**src/hw/rtl/swkr_pkg.sv**
```systemverilog
// ----------------------------------------------------------------------------
// swkr_pkg: shared types and constants
// Field widths of the request and response beats, operation codes and
// status codes of the keyed-removal stack.
// ----------------------------------------------------------------------------
package swkr_pkg;

   localparam int unsigned FUNC_BITS   = 1;
   localparam int unsigned CAR_ID_BITS = 16;
   localparam int unsigned STATUS_BITS = 2;
   localparam int unsigned OCC_BITS    = 4;
   localparam int unsigned POS_BITS    = 3;

   typedef enum logic [FUNC_BITS-1:0] {
      FUNC_PUSH   = 1'b0,
      FUNC_REMOVE = 1'b1
   } func_type;

   typedef enum logic [STATUS_BITS-1:0] {
      STATUS_DONE      = 2'd0,
      STATUS_FULL      = 2'd1,
      STATUS_NOT_FOUND = 2'd2
   } status_type;

endpackage

```
**src/hw/rtl/swkr_if.sv**
```systemverilog
// ----------------------------------------------------------------------------
// swkr_if: request and response channels
// Valid/ready channels carrying one request beat and one response beat.
// ----------------------------------------------------------------------------
interface swkr_req_if import swkr_pkg::*; ();
   logic                   valid;
   logic                   ready;
   logic [FUNC_BITS-1:0]   func;
   logic [CAR_ID_BITS-1:0] car_id;

   modport source (output valid, output func, output car_id, input ready);
   modport sink   (input valid, input func, input car_id, output ready);
endinterface

interface swkr_rsp_if import swkr_pkg::*; ();
   logic                   valid;
   logic                   ready;
   logic [STATUS_BITS-1:0] status;
   logic [OCC_BITS-1:0]    occupancy;
   logic [POS_BITS-1:0]    removed_position;

   modport source (output valid, output status, output occupancy,
                   output removed_position, input ready);
   modport sink   (input valid, input status, input occupancy,
                   input removed_position, output ready);
endinterface

```
**src/hw/rtl/swkr_mem.sv**
```systemverilog
// ----------------------------------------------------------------------------
// swkr_mem: slot memory
// Simple dual-port synchronous RAM, one write and one read port, with the
// read data registered.
// ----------------------------------------------------------------------------
module swkr_mem #(
   parameter int unsigned DEPTH = 8,
   parameter int unsigned WIDTH = 16,
   localparam int unsigned AW   = $clog2(DEPTH)
) (
   input  logic             clock,
   input  logic             wr_en,
   input  logic [AW-1:0]    wr_addr,
   input  logic [WIDTH-1:0] wr_data,
   input  logic             rd_en,
   input  logic [AW-1:0]    rd_addr,
   output logic [WIDTH-1:0] rd_data
);

   logic [WIDTH-1:0] mem [DEPTH];
   logic [WIDTH-1:0] rd_data_ff;

   always_ff @(posedge clock) begin
      if (wr_en) begin
         mem[wr_addr] <= wr_data;
      end
      if (rd_en) begin
         rd_data_ff <= mem[rd_addr];
      end
   end

   assign rd_data = rd_data_ff;

endmodule

```
**src/hw/rtl/swkr_ctrl.sv**
```systemverilog
// ----------------------------------------------------------------------------
// swkr_ctrl: stack sequencer
// Holds the fill count, walks the slot memory top-down for a remove, moves
// the entries above a hit down one slot, and owns the response register.
// ----------------------------------------------------------------------------
module swkr_ctrl import swkr_pkg::*; #(
   parameter int unsigned DEPTH    = 8,
   parameter int unsigned KEY_BITS = 16,
   localparam int unsigned AW      = $clog2(DEPTH)
) (
   input  logic                clock,
   input  logic                reset,
   swkr_req_if.sink            req,
   swkr_rsp_if.source          rsp,
   output logic                mem_wr_en,
   output logic [AW-1:0]       mem_wr_addr,
   output logic [KEY_BITS-1:0] mem_wr_data,
   output logic                mem_rd_en,
   output logic [AW-1:0]       mem_rd_addr,
   input  logic [KEY_BITS-1:0] mem_rd_data
);

   localparam int unsigned CW = $clog2(DEPTH + 1);

   typedef enum logic [1:0] {
      ST_IDLE,
      ST_SEARCH,
      ST_SHIFT,
      ST_FINISH
   } state_type;

   state_type            state_ff, state_in;
   logic [CW-1:0]        count_ff, count_in;
   logic [KEY_BITS-1:0]  key_ff, key_in;
   logic [AW-1:0]        ptr_ff, ptr_in;
   logic [AW-1:0]        pos_ff, pos_in;
   status_type           status_ff, status_in;
   logic                 out_valid_ff, out_valid_in;
   status_type           out_status_ff, out_status_in;
   logic [OCC_BITS-1:0]  out_occ_ff, out_occ_in;
   logic [POS_BITS-1:0]  out_pos_ff, out_pos_in;
   logic [CW-1:0]        ptr_wide;
   logic [AW-1:0]        top_addr;

   assign ptr_wide = CW'(ptr_ff);
   assign top_addr = AW'(count_ff - CW'(1));

   always_comb begin
      state_in      = state_ff;
      count_in      = count_ff;
      key_in        = key_ff;
      ptr_in        = ptr_ff;
      pos_in        = pos_ff;
      status_in     = status_ff;
      out_valid_in  = out_valid_ff;
      out_status_in = out_status_ff;
      out_occ_in    = out_occ_ff;
      out_pos_in    = out_pos_ff;
      mem_wr_en     = 1'b0;
      mem_wr_addr   = ptr_ff;
      mem_wr_data   = mem_rd_data;
      mem_rd_en     = 1'b0;
      mem_rd_addr   = ptr_ff;

      if (out_valid_ff && rsp.ready) begin
         out_valid_in = 1'b0;
      end

      case (state_ff)
         ST_IDLE: begin
            if (req.valid) begin
               key_in = KEY_BITS'(req.car_id);
               pos_in = '0;
               if (req.func == FUNC_PUSH) begin
                  state_in = ST_FINISH;
                  if (count_ff == CW'(DEPTH)) begin
                     status_in = STATUS_FULL;
                  end else begin
                     status_in   = STATUS_DONE;
                     mem_wr_en   = 1'b1;
                     mem_wr_addr = AW'(count_ff);
                     mem_wr_data = KEY_BITS'(req.car_id);
                     count_in    = count_ff + CW'(1);
                  end
               end else if (count_ff == '0) begin
                  status_in = STATUS_NOT_FOUND;
                  state_in  = ST_FINISH;
               end else begin
                  // Start the walk at the top entry.
                  mem_rd_en   = 1'b1;
                  mem_rd_addr = top_addr;
                  ptr_in      = top_addr;
                  state_in    = ST_SEARCH;
               end
            end
         end
         ST_SEARCH: begin
            if (mem_rd_data == key_ff) begin
               status_in = STATUS_DONE;
               pos_in    = ptr_ff;
               if (ptr_wide == count_ff - CW'(1)) begin
                  count_in = count_ff - CW'(1);
                  state_in = ST_FINISH;
               end else begin
                  mem_rd_en   = 1'b1;
                  mem_rd_addr = ptr_ff + AW'(1);
                  state_in    = ST_SHIFT;
               end
            end else if (ptr_ff == '0) begin
               status_in = STATUS_NOT_FOUND;
               pos_in    = '0;
               state_in  = ST_FINISH;
            end else begin
               mem_rd_en   = 1'b1;
               mem_rd_addr = ptr_ff - AW'(1);
               ptr_in      = ptr_ff - AW'(1);
            end
         end
         ST_SHIFT: begin
            // The data read last cycle belongs one slot lower.
            mem_wr_en   = 1'b1;
            mem_wr_addr = ptr_ff;
            mem_wr_data = mem_rd_data;
            if (ptr_wide + CW'(2) == count_ff) begin
               count_in = count_ff - CW'(1);
               state_in = ST_FINISH;
            end else begin
               mem_rd_en   = 1'b1;
               mem_rd_addr = ptr_ff + AW'(1) + AW'(1);
               ptr_in      = ptr_ff + AW'(1);
            end
         end
         ST_FINISH: begin
            if (!out_valid_ff || rsp.ready) begin
               out_valid_in  = 1'b1;
               out_status_in = status_ff;
               out_occ_in    = OCC_BITS'(count_ff);
               out_pos_in    = POS_BITS'(pos_ff);
               state_in      = ST_IDLE;
            end
         end
         default: begin
            state_in = ST_IDLE;
         end
      endcase
   end

   always_ff @(posedge clock) begin
      key_ff        <= key_in;
      ptr_ff        <= ptr_in;
      pos_ff        <= pos_in;
      status_ff     <= status_in;
      out_status_ff <= out_status_in;
      out_occ_ff    <= out_occ_in;
      out_pos_ff    <= out_pos_in;
      if (reset) begin
         state_ff     <= ST_IDLE;
         count_ff     <= '0;
         out_valid_ff <= 1'b0;
      end else begin
         state_ff     <= state_in;
         count_ff     <= count_in;
         out_valid_ff <= out_valid_in;
      end
   end

   assign req.ready            = (state_ff == ST_IDLE);
   assign rsp.valid            = out_valid_ff;
   assign rsp.status           = out_status_ff;
   assign rsp.occupancy        = out_occ_ff;
   assign rsp.removed_position = out_pos_ff;

endmodule

```
**src/hw/rtl/stack_with_keyed_removal.sv**
```systemverilog
// ----------------------------------------------------------------------------
// stack_with_keyed_removal: bounded key stack with removal by key
// Top level. Connects the request and response channels to the sequencer
// and the slot memory.
// ----------------------------------------------------------------------------
// Usage
// A request beat on req_chan carries func (push or remove) and car_id, the
// key. Only the low KEY_BITS bits of the key are stored and compared.
// Every request returns exactly one response beat on rsp_chan with status,
// the occupancy after the request, and the slot (bottom is zero) of the
// removed key.
// A push goes from idle straight to the finish state, which loads the
// response register once that register is free. A remove walks the slot
// memory from the top down, one entry per cycle, then moves every entry
// above the hit down one slot, one entry per cycle, and then also passes
// through the finish state. The single read port sets this pace.
// One request is in flight at a time; req_chan.ready is high only while
// the sequencer is idle. The response sits in an output register, so the
// sequencer goes back to idle and takes the next request while an earlier
// response still waits on a stalled receiver; it waits only when it must
// hand over another response.
// Reset empties the stack (fill count zero) and drops any pending response.
// The slot memory itself is not cleared; entries above the fill count are
// never read.
module stack_with_keyed_removal import swkr_pkg::*; #(
   parameter int unsigned DEPTH    = 8,
   parameter int unsigned KEY_BITS = 16
) (
   input  logic       clock,
   input  logic       reset,
   swkr_req_if.sink   req_chan,
   swkr_rsp_if.source rsp_chan
);

   localparam int unsigned AW = $clog2(DEPTH);

   // Memory port between the sequencer and the slot RAM.
   logic                mem_wr_en;
   logic [AW-1:0]       mem_wr_addr;
   logic [KEY_BITS-1:0] mem_wr_data;
   logic                mem_rd_en;
   logic [AW-1:0]       mem_rd_addr;
   logic [KEY_BITS-1:0] mem_rd_data;

   // The sequencer keeps the fill count and the response register; it runs
   // the top-down search and the shift-down as read-modify-write passes.
   swkr_ctrl #(
      .DEPTH    (DEPTH),
      .KEY_BITS (KEY_BITS)
   ) u_ctrl (
      .clock       (clock),
      .reset       (reset),
      .req         (req_chan),
      .rsp         (rsp_chan),
      .mem_wr_en   (mem_wr_en),
      .mem_wr_addr (mem_wr_addr),
      .mem_wr_data (mem_wr_data),
      .mem_rd_en   (mem_rd_en),
      .mem_rd_addr (mem_rd_addr),
      .mem_rd_data (mem_rd_data)
   );

   // Slot storage. During a shift the write goes two slots below the read
   // issued in the same cycle, so the two ports never meet on one entry.
   swkr_mem #(
      .DEPTH (DEPTH),
      .WIDTH (KEY_BITS)
   ) u_mem (
      .clock   (clock),
      .wr_en   (mem_wr_en),
      .wr_addr (mem_wr_addr),
      .wr_data (mem_wr_data),
      .rd_en   (mem_rd_en),
      .rd_addr (mem_rd_addr),
      .rd_data (mem_rd_data)
   );

endmodule

```
**src/flat_wrapper.sv**
```systemverilog
// flat-port wrapper written by rule: the top's interface ports become plain ports
module stack_with_keyed_removal_flat import swkr_pkg::*;
#(
   parameter int unsigned DEPTH    = 8,
   parameter int unsigned KEY_BITS = 16
)
  (clock, reset, req_chan_valid, req_chan_func, req_chan_car_id, req_chan_ready, rsp_chan_valid, rsp_chan_status, rsp_chan_occupancy, rsp_chan_removed_position, rsp_chan_ready);
  swkr_req_if req_chan_i ();
  swkr_rsp_if rsp_chan_i ();
  input  logic clock;
  input  logic reset;
  input wire logic [$bits(req_chan_i.valid)-1:0] req_chan_valid;
  input wire logic [$bits(req_chan_i.func)-1:0] req_chan_func;
  input wire logic [$bits(req_chan_i.car_id)-1:0] req_chan_car_id;
  output wire logic [$bits(req_chan_i.ready)-1:0] req_chan_ready;
  output wire logic [$bits(rsp_chan_i.valid)-1:0] rsp_chan_valid;
  output wire logic [$bits(rsp_chan_i.status)-1:0] rsp_chan_status;
  output wire logic [$bits(rsp_chan_i.occupancy)-1:0] rsp_chan_occupancy;
  output wire logic [$bits(rsp_chan_i.removed_position)-1:0] rsp_chan_removed_position;
  input wire logic [$bits(rsp_chan_i.ready)-1:0] rsp_chan_ready;
  assign req_chan_i.valid = req_chan_valid;
  assign req_chan_i.func = req_chan_func;
  assign req_chan_i.car_id = req_chan_car_id;
  assign req_chan_ready = req_chan_i.ready;
  assign rsp_chan_valid = rsp_chan_i.valid;
  assign rsp_chan_status = rsp_chan_i.status;
  assign rsp_chan_occupancy = rsp_chan_i.occupancy;
  assign rsp_chan_removed_position = rsp_chan_i.removed_position;
  assign rsp_chan_i.ready = rsp_chan_ready;
  stack_with_keyed_removal #(.DEPTH(DEPTH), .KEY_BITS(KEY_BITS)) u_core (.clock(clock), .reset(reset), .req_chan(req_chan_i), .rsp_chan(rsp_chan_i));
endmodule
```
**config.mk**
```make
export PLATFORM = sky130hd
export DESIGN_NAME = stack_with_keyed_removal_flat
export DESIGN_NICKNAME = d
export VERILOG_FILES = /design/src/hw/rtl/swkr_pkg.sv /design/src/hw/rtl/swkr_if.sv /design/src/hw/rtl/swkr_mem.sv /design/src/hw/rtl/swkr_ctrl.sv /design/src/hw/rtl/stack_with_keyed_removal.sv /design/src/flat_wrapper.sv
export SDC_FILE = /design/constraint.sdc
export NUM_CORES = 1
export LEC_CHECK = 0
export BUFFER_PORTS_ARGS = -buffer_cell sky130_fd_sc_hd__clkbuf_2
export CORE_MARGIN = 2
export CORE_UTILIZATION = 35
export CTS_BUF_LIST = sky130_fd_sc_hd__clkbuf_8 sky130_fd_sc_hd__clkbuf_16
export CTS_CLUSTER_SIZE = 14
export DETAILED_ROUTE_END_ITERATION = 16
export PLACE_DENSITY_LB_ADDON = 0.15
export SYNTH_ARGS = -nofsm -noshare
export SYNTH_HDL_FRONTEND = slang
export SYNTH_SLANG_ARGS = --single-unit
```
**constraint.sdc**
```tcl
create_clock -name clock -period 4.4 [get_ports clock]
set_input_delay 0.22 -clock clock [delete_from_list [all_inputs] [get_ports clock]]
set_output_delay 0.22 -clock clock [all_outputs]
set_load 0.01 [all_outputs]
```
### After elaboration in Yosys (flattened, before gate mapping)

Memories as Yosys holds them, arrays and structs flattened. A register that Yosys moved wholly into a read port is not among the register bits.
Cells that the tools add are included.

* add/subtract/negate cells: 6
* equality and inequality tests: 18
* mux-type cells: 63
* reductions and logical operators: 15

Operators with widths (count)
* 16-bit 2-to-1 mux: 4
* 3-bit 2-to-1 mux: 16
* 2-bit 2-to-1 mux: 12
* 4-bit 2-to-1 mux: 6
* 2-bit != test (second input constant): 9
* 3-bit one-hot mux with 3 select lines: 2
* 1-bit 2-to-1 mux: 17
* 16-bit == test: 1
* 4-bit one-hot mux with 3 select lines: 1
* 2-bit one-hot mux with 4 select lines: 1
* 4-bit AND reduction: 2
* 7-bit AND reduction: 1
* 3-bit by 1-bit adder with 3-bit output (second input constant): 2
* 3-bit one-hot mux with 2 select lines: 1
* 3-bit AND reduction: 2
* 3-bit by 2-bit adder with 4-bit output (second input constant): 1
* 4-bit by 1-bit adder with 4-bit output (second input constant): 1
* 2-bit == test (second input constant): 2
* 3-bit by 4-bit == test with 1-bit output: 1
* 4-bit == test: 1
* 4-bit == test (second input constant): 1
* 4-bit logical NOT: 1
* 2-bit one-hot mux with 2 select lines: 1
* 2-bit AND reduction: 2
* other kinds (14): 14

* register bits: 40
* memory bits (writable): 128
* output and inout bits: 11
* word-level logic and storage cells: 113
* memories kept: 1

Memory list
* u_core.u_mem.mem: words 8, width 16, read ports 1, clocked after memory_dff 1, wr ports 1, line swkr_mem.sv:20 `logic [WIDTH-1:0] mem [DEPTH];`

### Logic depth before layout (Yosys ltp)

* depth after elaboration: 7
* mapped depth: 15

### Modules after synthesis

Synthesis repeated with hierarchy kept, for this count alone.

* cells, all modules: 467
* area total of the unflattened synthesis: 8080.2 um^2

Modules (own cells, without submodules)
* swkr_mem: instances 1, cells each 214, area an instance 5454.0 um^2
* swkr_ctrl: instances 1, cells each 253, area an instance 2626.3 um^2

### Worst setup path after synthesis

OpenSTA, ideal clock, no wires.

* path type: register -> register
* from: reg u_core.u_ctrl.state_ff[0]
* to: mem u_core.u_mem.mem[5][0] (enable)
* setup time: 0.413 ns
* arrival time: 3.293 ns
* required time: 3.987 ns
* path slack: 0.694 ns
* stages on the path, launching flop included: 9
* path buffers: 2
* period minus slack after synthesis: 3.706 ns
* cell sequence: dfxtp_1 inv_1 ha_1 and2_1 and2_1 clkbuf_1 clkbuf_1 a21oi_1 nor3b_1

* longest elaborated chain between the ends: 4

RTL lines
* from (decl): line swkr_ctrl.sv:32 `state_type state_ff, state_in;`
* from (signal assigned): line swkr_ctrl.sv:161 `state_ff <= state_in;`
* 2-bit logical NOT (*)
* named net req_chan_ready: line flat_wrapper.sv:15 `output wire logic [$bits(req_chan_i.ready)-1:0] req_chan_ready;`
* 1-bit one-hot mux with 2 select lines: line swkr_ctrl.sv:69 `case (state_ff)`
* 1-bit 2-to-1 mux: line swkr_mem.sv:24 `if (wr_en) begin`
* 1-bit 2-to-1 mux (implied by the code): line swkr_mem.sv:25 `mem[wr_addr] <= wr_data;`
* to (decl): line swkr_mem.sv:20

Mark *: on every way through the listed nets, which the timed path passes. The rest lies on a longest branch.

### Final worst setup path

* from: reg u_core.u_ctrl.count_ff[0]
* to: reg u_core.u_mem.rd_data_ff[9] (netlist: u_core.u_mem.rd_data[9]), read port of u_core.u_mem.mem, data pin

* longest elaborated chain between the ends: 5

RTL lines
* from (decl): line swkr_ctrl.sv:33 `logic [CW-1:0] count_ff, count_in;`
* from (signal assigned): line swkr_ctrl.sv:162 `count_ff <= count_in;`
* 4-bit by 1-bit subtractor with 4-bit output or 4-bit logical NOT (tied branches): line swkr_ctrl.sv:101, swkr_ctrl.sv:85
* 3-bit by 4-bit == test with 1-bit output (tied with other cells): line swkr_ctrl.sv:101 `if (ptr_wide == count_ff - CW'(1)) begin`
* 3-bit 2-to-1 mux (tied with other cells): line swkr_ctrl.sv:101
* 3-bit 2-to-1 mux (tied with other cells): line swkr_ctrl.sv:98 `if (mem_rd_data == key_ff) begin`
* 3-bit one-hot mux with 3 select lines or 1-bit one-hot mux with 3 select lines (tied branches): line swkr_ctrl.sv:69
* to (decl): line swkr_mem.sv:21 `logic [WIDTH-1:0] rd_data_ff;`

Parallel ways exist; a longest one is shown, timed or not.
A chain may end at the register's enable or synchronous reset.

==> impl_results.md <==
* CTS tree: built
* GRT overflow at 0
* H-tree depth reported by CTS at 4
* Worst flop-to-flop path endpoint: u_core.u_mem.rd_data[9]$_DFFE_PP_
* Port buffer count at 31
* Post-synthesis async set-or-reset flop share at 0%
* RD Place Congestion at 0.8374
* Post-Syn Area at 8134 µm²
* Number of enable-type register cells in the synthesized netlist at 177
* Number of antenna violations at the first check in global routing at 0
* Pins over their slew limit at 0
* Hold violation count in the final report at 0
* Signed area change from the synthesized netlist to the final layout at 15.80%
* Yosys warning total at 0
* Final worst-path cycle share at 85.34%
* Outcome: completed
* Root Buffer: sky130_fd_sc_hd__clkbuf_16
* Synthesized instance count at 514
* Achievable Freq at 266.3 MHz
* Final setup violating endpoints at 0
* Worst-case register-to-register setup slack at 640 ps
* Min Hold Slack at 7.110 ps
* Power density relative to cell area at 807.1 nW/µm²
* Share of layout cells above drive strength 1 at 22.15%
* Die Area at 24480 µm²
* Syn_nets at 546
* Wire length of the first global-routing pass at 26390 µm
* Utilization after layout at 41.48%
* Horizontal die dimension at 156.4 µm
* Number of global-route vias before repair at 4419
* Post-layout net count at 606
* Top fanout value on the critical path at 20
* Clock net sink count at 184
* Path type of the worst setup path: reg -> reg
* Total clock buffers created by CTS at 17
* Number of diodes added for antenna fixing at 0
* Flop and latch count out of synthesis at 184
* Number of distinct library cells after synthesis at 48
* Area of the placeable core at 22710 µm²
* Fraction of the yosys area taken by sequential cells at 67.07%
* Routed wire length at 17350 µm
* Post-layout instance count excluding filler cells at 872
* Summed negative setup slack over all endpoints at 0 ps
* DRC errors left at 0
* Crit path arrival time at 3940 ps
* Clock latency at the later pin of the worst-skew pair at 430 ps
* Height of the chip at 156.4 µm
* Measured slew at the worst slew-check pin at 828.1 ps
* Worst voltage drop across the vdd grid at 0.0004345 V
* Count of cells along the worst register-to-register path at 11
* Worst clock skew at 9.643 ps
* Drt initial violations at 347
* Slew margin rel. at 44.49%
* Final period demand of the worst path at 3755 ps
* Post-Place Cells at 827
* Critical register-to-register path startpoint: u_core.u_ctrl.count_ff[0]$_SDFFE_PP0P_
* Iteration count of the initial detailed-routing pass at 5
* Hold worst-path end: u_core.u_ctrl.key_ff[15]$_DFFE_PP_
* Clock-pin slew of the registers on the worst-case setup and hold paths at 70 ps
* Number of antenna-violating nets in the routed design at 0
* Via count at 4415
* Total I/O pin count at 32
* Nature of the critical path startpoint: register
* Max-cap violations at 0
* Detail Placement HPWL at 10480 µm
* Overall routing resource usage at 14.81%
* FP Rows at 55
* Type of the worst min-delay path: in -> reg
* Endpoint required time on the critical path at 4580 ps
* Top FF cell, synth: sky130_fd_sc_hd__edfxtp_1
* Avg Vias per Cell at 5.063
* Max Buffers Root-to-Sink at 2
* Starting utilization of the core area at 35.82%
* Leakage dissipation at 3.388 nW
* Average size of a mapped cell at 15.83 µm²
* Final instance area at 9419 µm²
* Total cell area at the placement stage at 8747 µm²
* RSZ-0062 raised after global routing: false
* Largest net degree at the start of global routing at 45
* Startpoint of the tightest hold check path: req_chan_car_id[15]
* Hold depth at 1
* Crit path capture type: register
* Detail-routed net length per standard cell at 19.90 µm
==> worst max-delay path by stage <==
| stage | from | slack [ps] | end | cells after the start |
|---|---|---|---|---|
| 2_1_floorplan | u_core.u_ctrl.state_ff[0]$_SDFFE_PP0P_ | 690 | u_core.u_mem.mem[5][0]$_DFFE_PP_ | 8 |
| 3_3_place_gp | u_core.u_ctrl.count_ff[0]$_SDFFE_PP0P_ | 760 | u_core.u_mem.rd_data[8]$_DFFE_PP_ | 11 |
| 3_5_place_dp | u_core.u_ctrl.count_ff[0]$_SDFFE_PP0P_ | 680 | u_core.u_mem.rd_data[9]$_DFFE_PP_ | 11 |
| 4_1_cts | u_core.u_ctrl.count_ff[0]$_SDFFE_PP0P_ | 650 | u_core.u_mem.rd_data[9]$_DFFE_PP_ | 11 |
| 5_1_grt | u_core.u_ctrl.count_ff[0]$_SDFFE_PP0P_ | 420 | u_core.u_mem.rd_data[11]$_DFFE_PP_ | 11 |
| 6_report | u_core.u_ctrl.count_ff[0]$_SDFFE_PP0P_ | 640 | u_core.u_mem.rd_data[9]$_DFFE_PP_ | 11 |
==> layout make-up <==
type | count | area (µm²)
Timing Repair Buffer | 68 | 515.5
Clock buffer | 17 | 425.4
Tap cell | 285 | 356.6
Multi-Input combinational cell | 293 | 2512
Inverter | 10 | 37.54
Sequential cell | 184 | 5455
Clock inverter | 15 | 116.4
Fill cell | 2067 | 13290
==> cell usage in the layout, fill, tap and decap left out, types with 2 or more instances in the layout <==
cell type                       netlist  layout
sky130_fd_sc_hd__a211oi_1             5       5
sky130_fd_sc_hd__a21oi_1             13      13
sky130_fd_sc_hd__a221oi_1             4       4
sky130_fd_sc_hd__and2_1               4       4
sky130_fd_sc_hd__and3_1               4       4
sky130_fd_sc_hd__buf_12               0       4
sky130_fd_sc_hd__buf_4                2      20
sky130_fd_sc_hd__clkbuf_16            0      17
sky130_fd_sc_hd__clkbuf_2             0      31
sky130_fd_sc_hd__dfxtp_1              7       7
sky130_fd_sc_hd__dlygate4sd3_1        0      13
sky130_fd_sc_hd__edfxtp_1           177     177
sky130_fd_sc_hd__ha_1                11      11
sky130_fd_sc_hd__inv_1               10      13
sky130_fd_sc_hd__inv_6                0       7
sky130_fd_sc_hd__inv_8                0       2
sky130_fd_sc_hd__mux2_2              33      33
sky130_fd_sc_hd__mux2i_1            101     101
sky130_fd_sc_hd__nand2_1             14      14
sky130_fd_sc_hd__nand3_1              2       2
sky130_fd_sc_hd__nand3b_1             2       2
sky130_fd_sc_hd__nand4_1              6       6
sky130_fd_sc_hd__nor2_1              26      23
sky130_fd_sc_hd__nor2_2               0       3
sky130_fd_sc_hd__nor2b_1              2       2
sky130_fd_sc_hd__nor3_2               0       2
sky130_fd_sc_hd__nor3b_2              0       4
sky130_fd_sc_hd__o21ai_0              4       4
sky130_fd_sc_hd__o221ai_1             3       3
sky130_fd_sc_hd__o22ai_1              2       2
sky130_fd_sc_hd__xnor2_1             25      25
sky130_fd_sc_hd__xor2_1               4       4
==> metrics by stage <==
step                      setup slack [ps]  total power, mW
after floorplan                      694.0            5.407
after global placement               757.1            6.178
after detailed placement             681.2            6.247
after CTS                            648.6            7.695
after global routing                 420.7            8.057
final                                645.0            7.602
==> worst max-delay path: stages, from the launching register on <==
cell and delay [ps]:
sky130_fd_sc_hd__dfxtp_1 540, sky130_fd_sc_hd__inv_1 110, sky130_fd_sc_hd__ha_1 320, sky130_fd_sc_hd__xnor2_1 200
sky130_fd_sc_hd__or3b_1 390, sky130_fd_sc_hd__a311o_1 290, sky130_fd_sc_hd__mux2_4 290, sky130_fd_sc_hd__o211ai_1 360
sky130_fd_sc_hd__buf_4 410, sky130_fd_sc_hd__mux2i_1 240, sky130_fd_sc_hd__mux2i_1 90, sky130_fd_sc_hd__mux2_2 270
==> timing repair <==
action | 4_1_cts | 5_1_grt
setup endpoints to repair | 0 | 0
hold endpoints to repair | 13 | 0
buffers inserted | 0 | 0
resized for setup | 0 | 0
hold buffers | 13 | 0
==> flip-flops by register name, indices dropped and copies added (netlist names) <==
| name | count |
|---|---|
| u_core.u_ctrl.rsp.occupancy | 4 |
| u_core.u_ctrl.ptr_ff | 3 |
| u_core.u_ctrl.key_ff | 16 |
| u_core.u_mem.mem | 128 |
| u_core.u_ctrl.rsp.removed_position | 3 |
| u_core.u_ctrl.status_ff | 2 |
| u_core.u_ctrl.count_ff | 4 |
| u_core.u_ctrl.rsp.status | 2 |
| u_core.u_ctrl.rsp.valid | 1 |
| u_core.u_mem.rd_data | 16 |
| u_core.u_ctrl.state_ff | 2 |
| u_core.u_ctrl.pos_ff | 3 |
==> logic make-up after synthesis <==
logic type               share of synthesized area (%)
AND/OR/NAND/NOR                                  4.553
adder cells (fa/ha/maj)                          1.692
buffers and inverters                            2.523
multiplexers                                     17.18
AO/OA/AOI/OAI                                    3.861
flip-flops                                       67.07
XOR/XNOR                                         3.123
==> Yosys cell counts (5+ instances only) <==
library cell | count | area share, %
sky130_fd_sc_hd__buf_6 | 7 | 0.97
sky130_fd_sc_hd__buf_2 | 5 | 0.31
sky130_fd_sc_hd__a21oi_1 | 13 | 0.80
sky130_fd_sc_hd__nor3b_1 | 5 | 0.46
sky130_fd_sc_hd__inv_1 | 10 | 0.46
sky130_fd_sc_hd__a211oi_1 | 5 | 0.46
sky130_fd_sc_hd__nand4_1 | 6 | 0.46
sky130_fd_sc_hd__nor2_1 | 26 | 1.2
sky130_fd_sc_hd__mux2i_1 | 101 | 12
sky130_fd_sc_hd__clkbuf_1 | 12 | 0.55
sky130_fd_sc_hd__dfxtp_1 | 7 | 1.7
sky130_fd_sc_hd__nand2_1 | 14 | 0.65
sky130_fd_sc_hd__mux2_2 | 33 | 4.6
sky130_fd_sc_hd__xnor2_1 | 25 | 2.7
sky130_fd_sc_hd__edfxtp_1 | 177 | 65
sky130_fd_sc_hd__ha_1 | 11 | 1.7
==> power by group <==
group	internal (mW)	total, mW	switching (mW)
registers	2.64	2.82	0.183
clock network	0.737	1.42	0.688
logic	1.48	3.36	1.87
total	4.86	7.60	2.75
==> routing by layer <==
metal  GRT usage [%]  wire [µm]  vias up
li1                -          -     2085
met1           19.60       8307     2223
met2           24.71       8347       94
met3           2.908        529       13
met4           4.456        168        0
met5               0          0        -
Note: power is estimated with default switching activity, not from simulation.
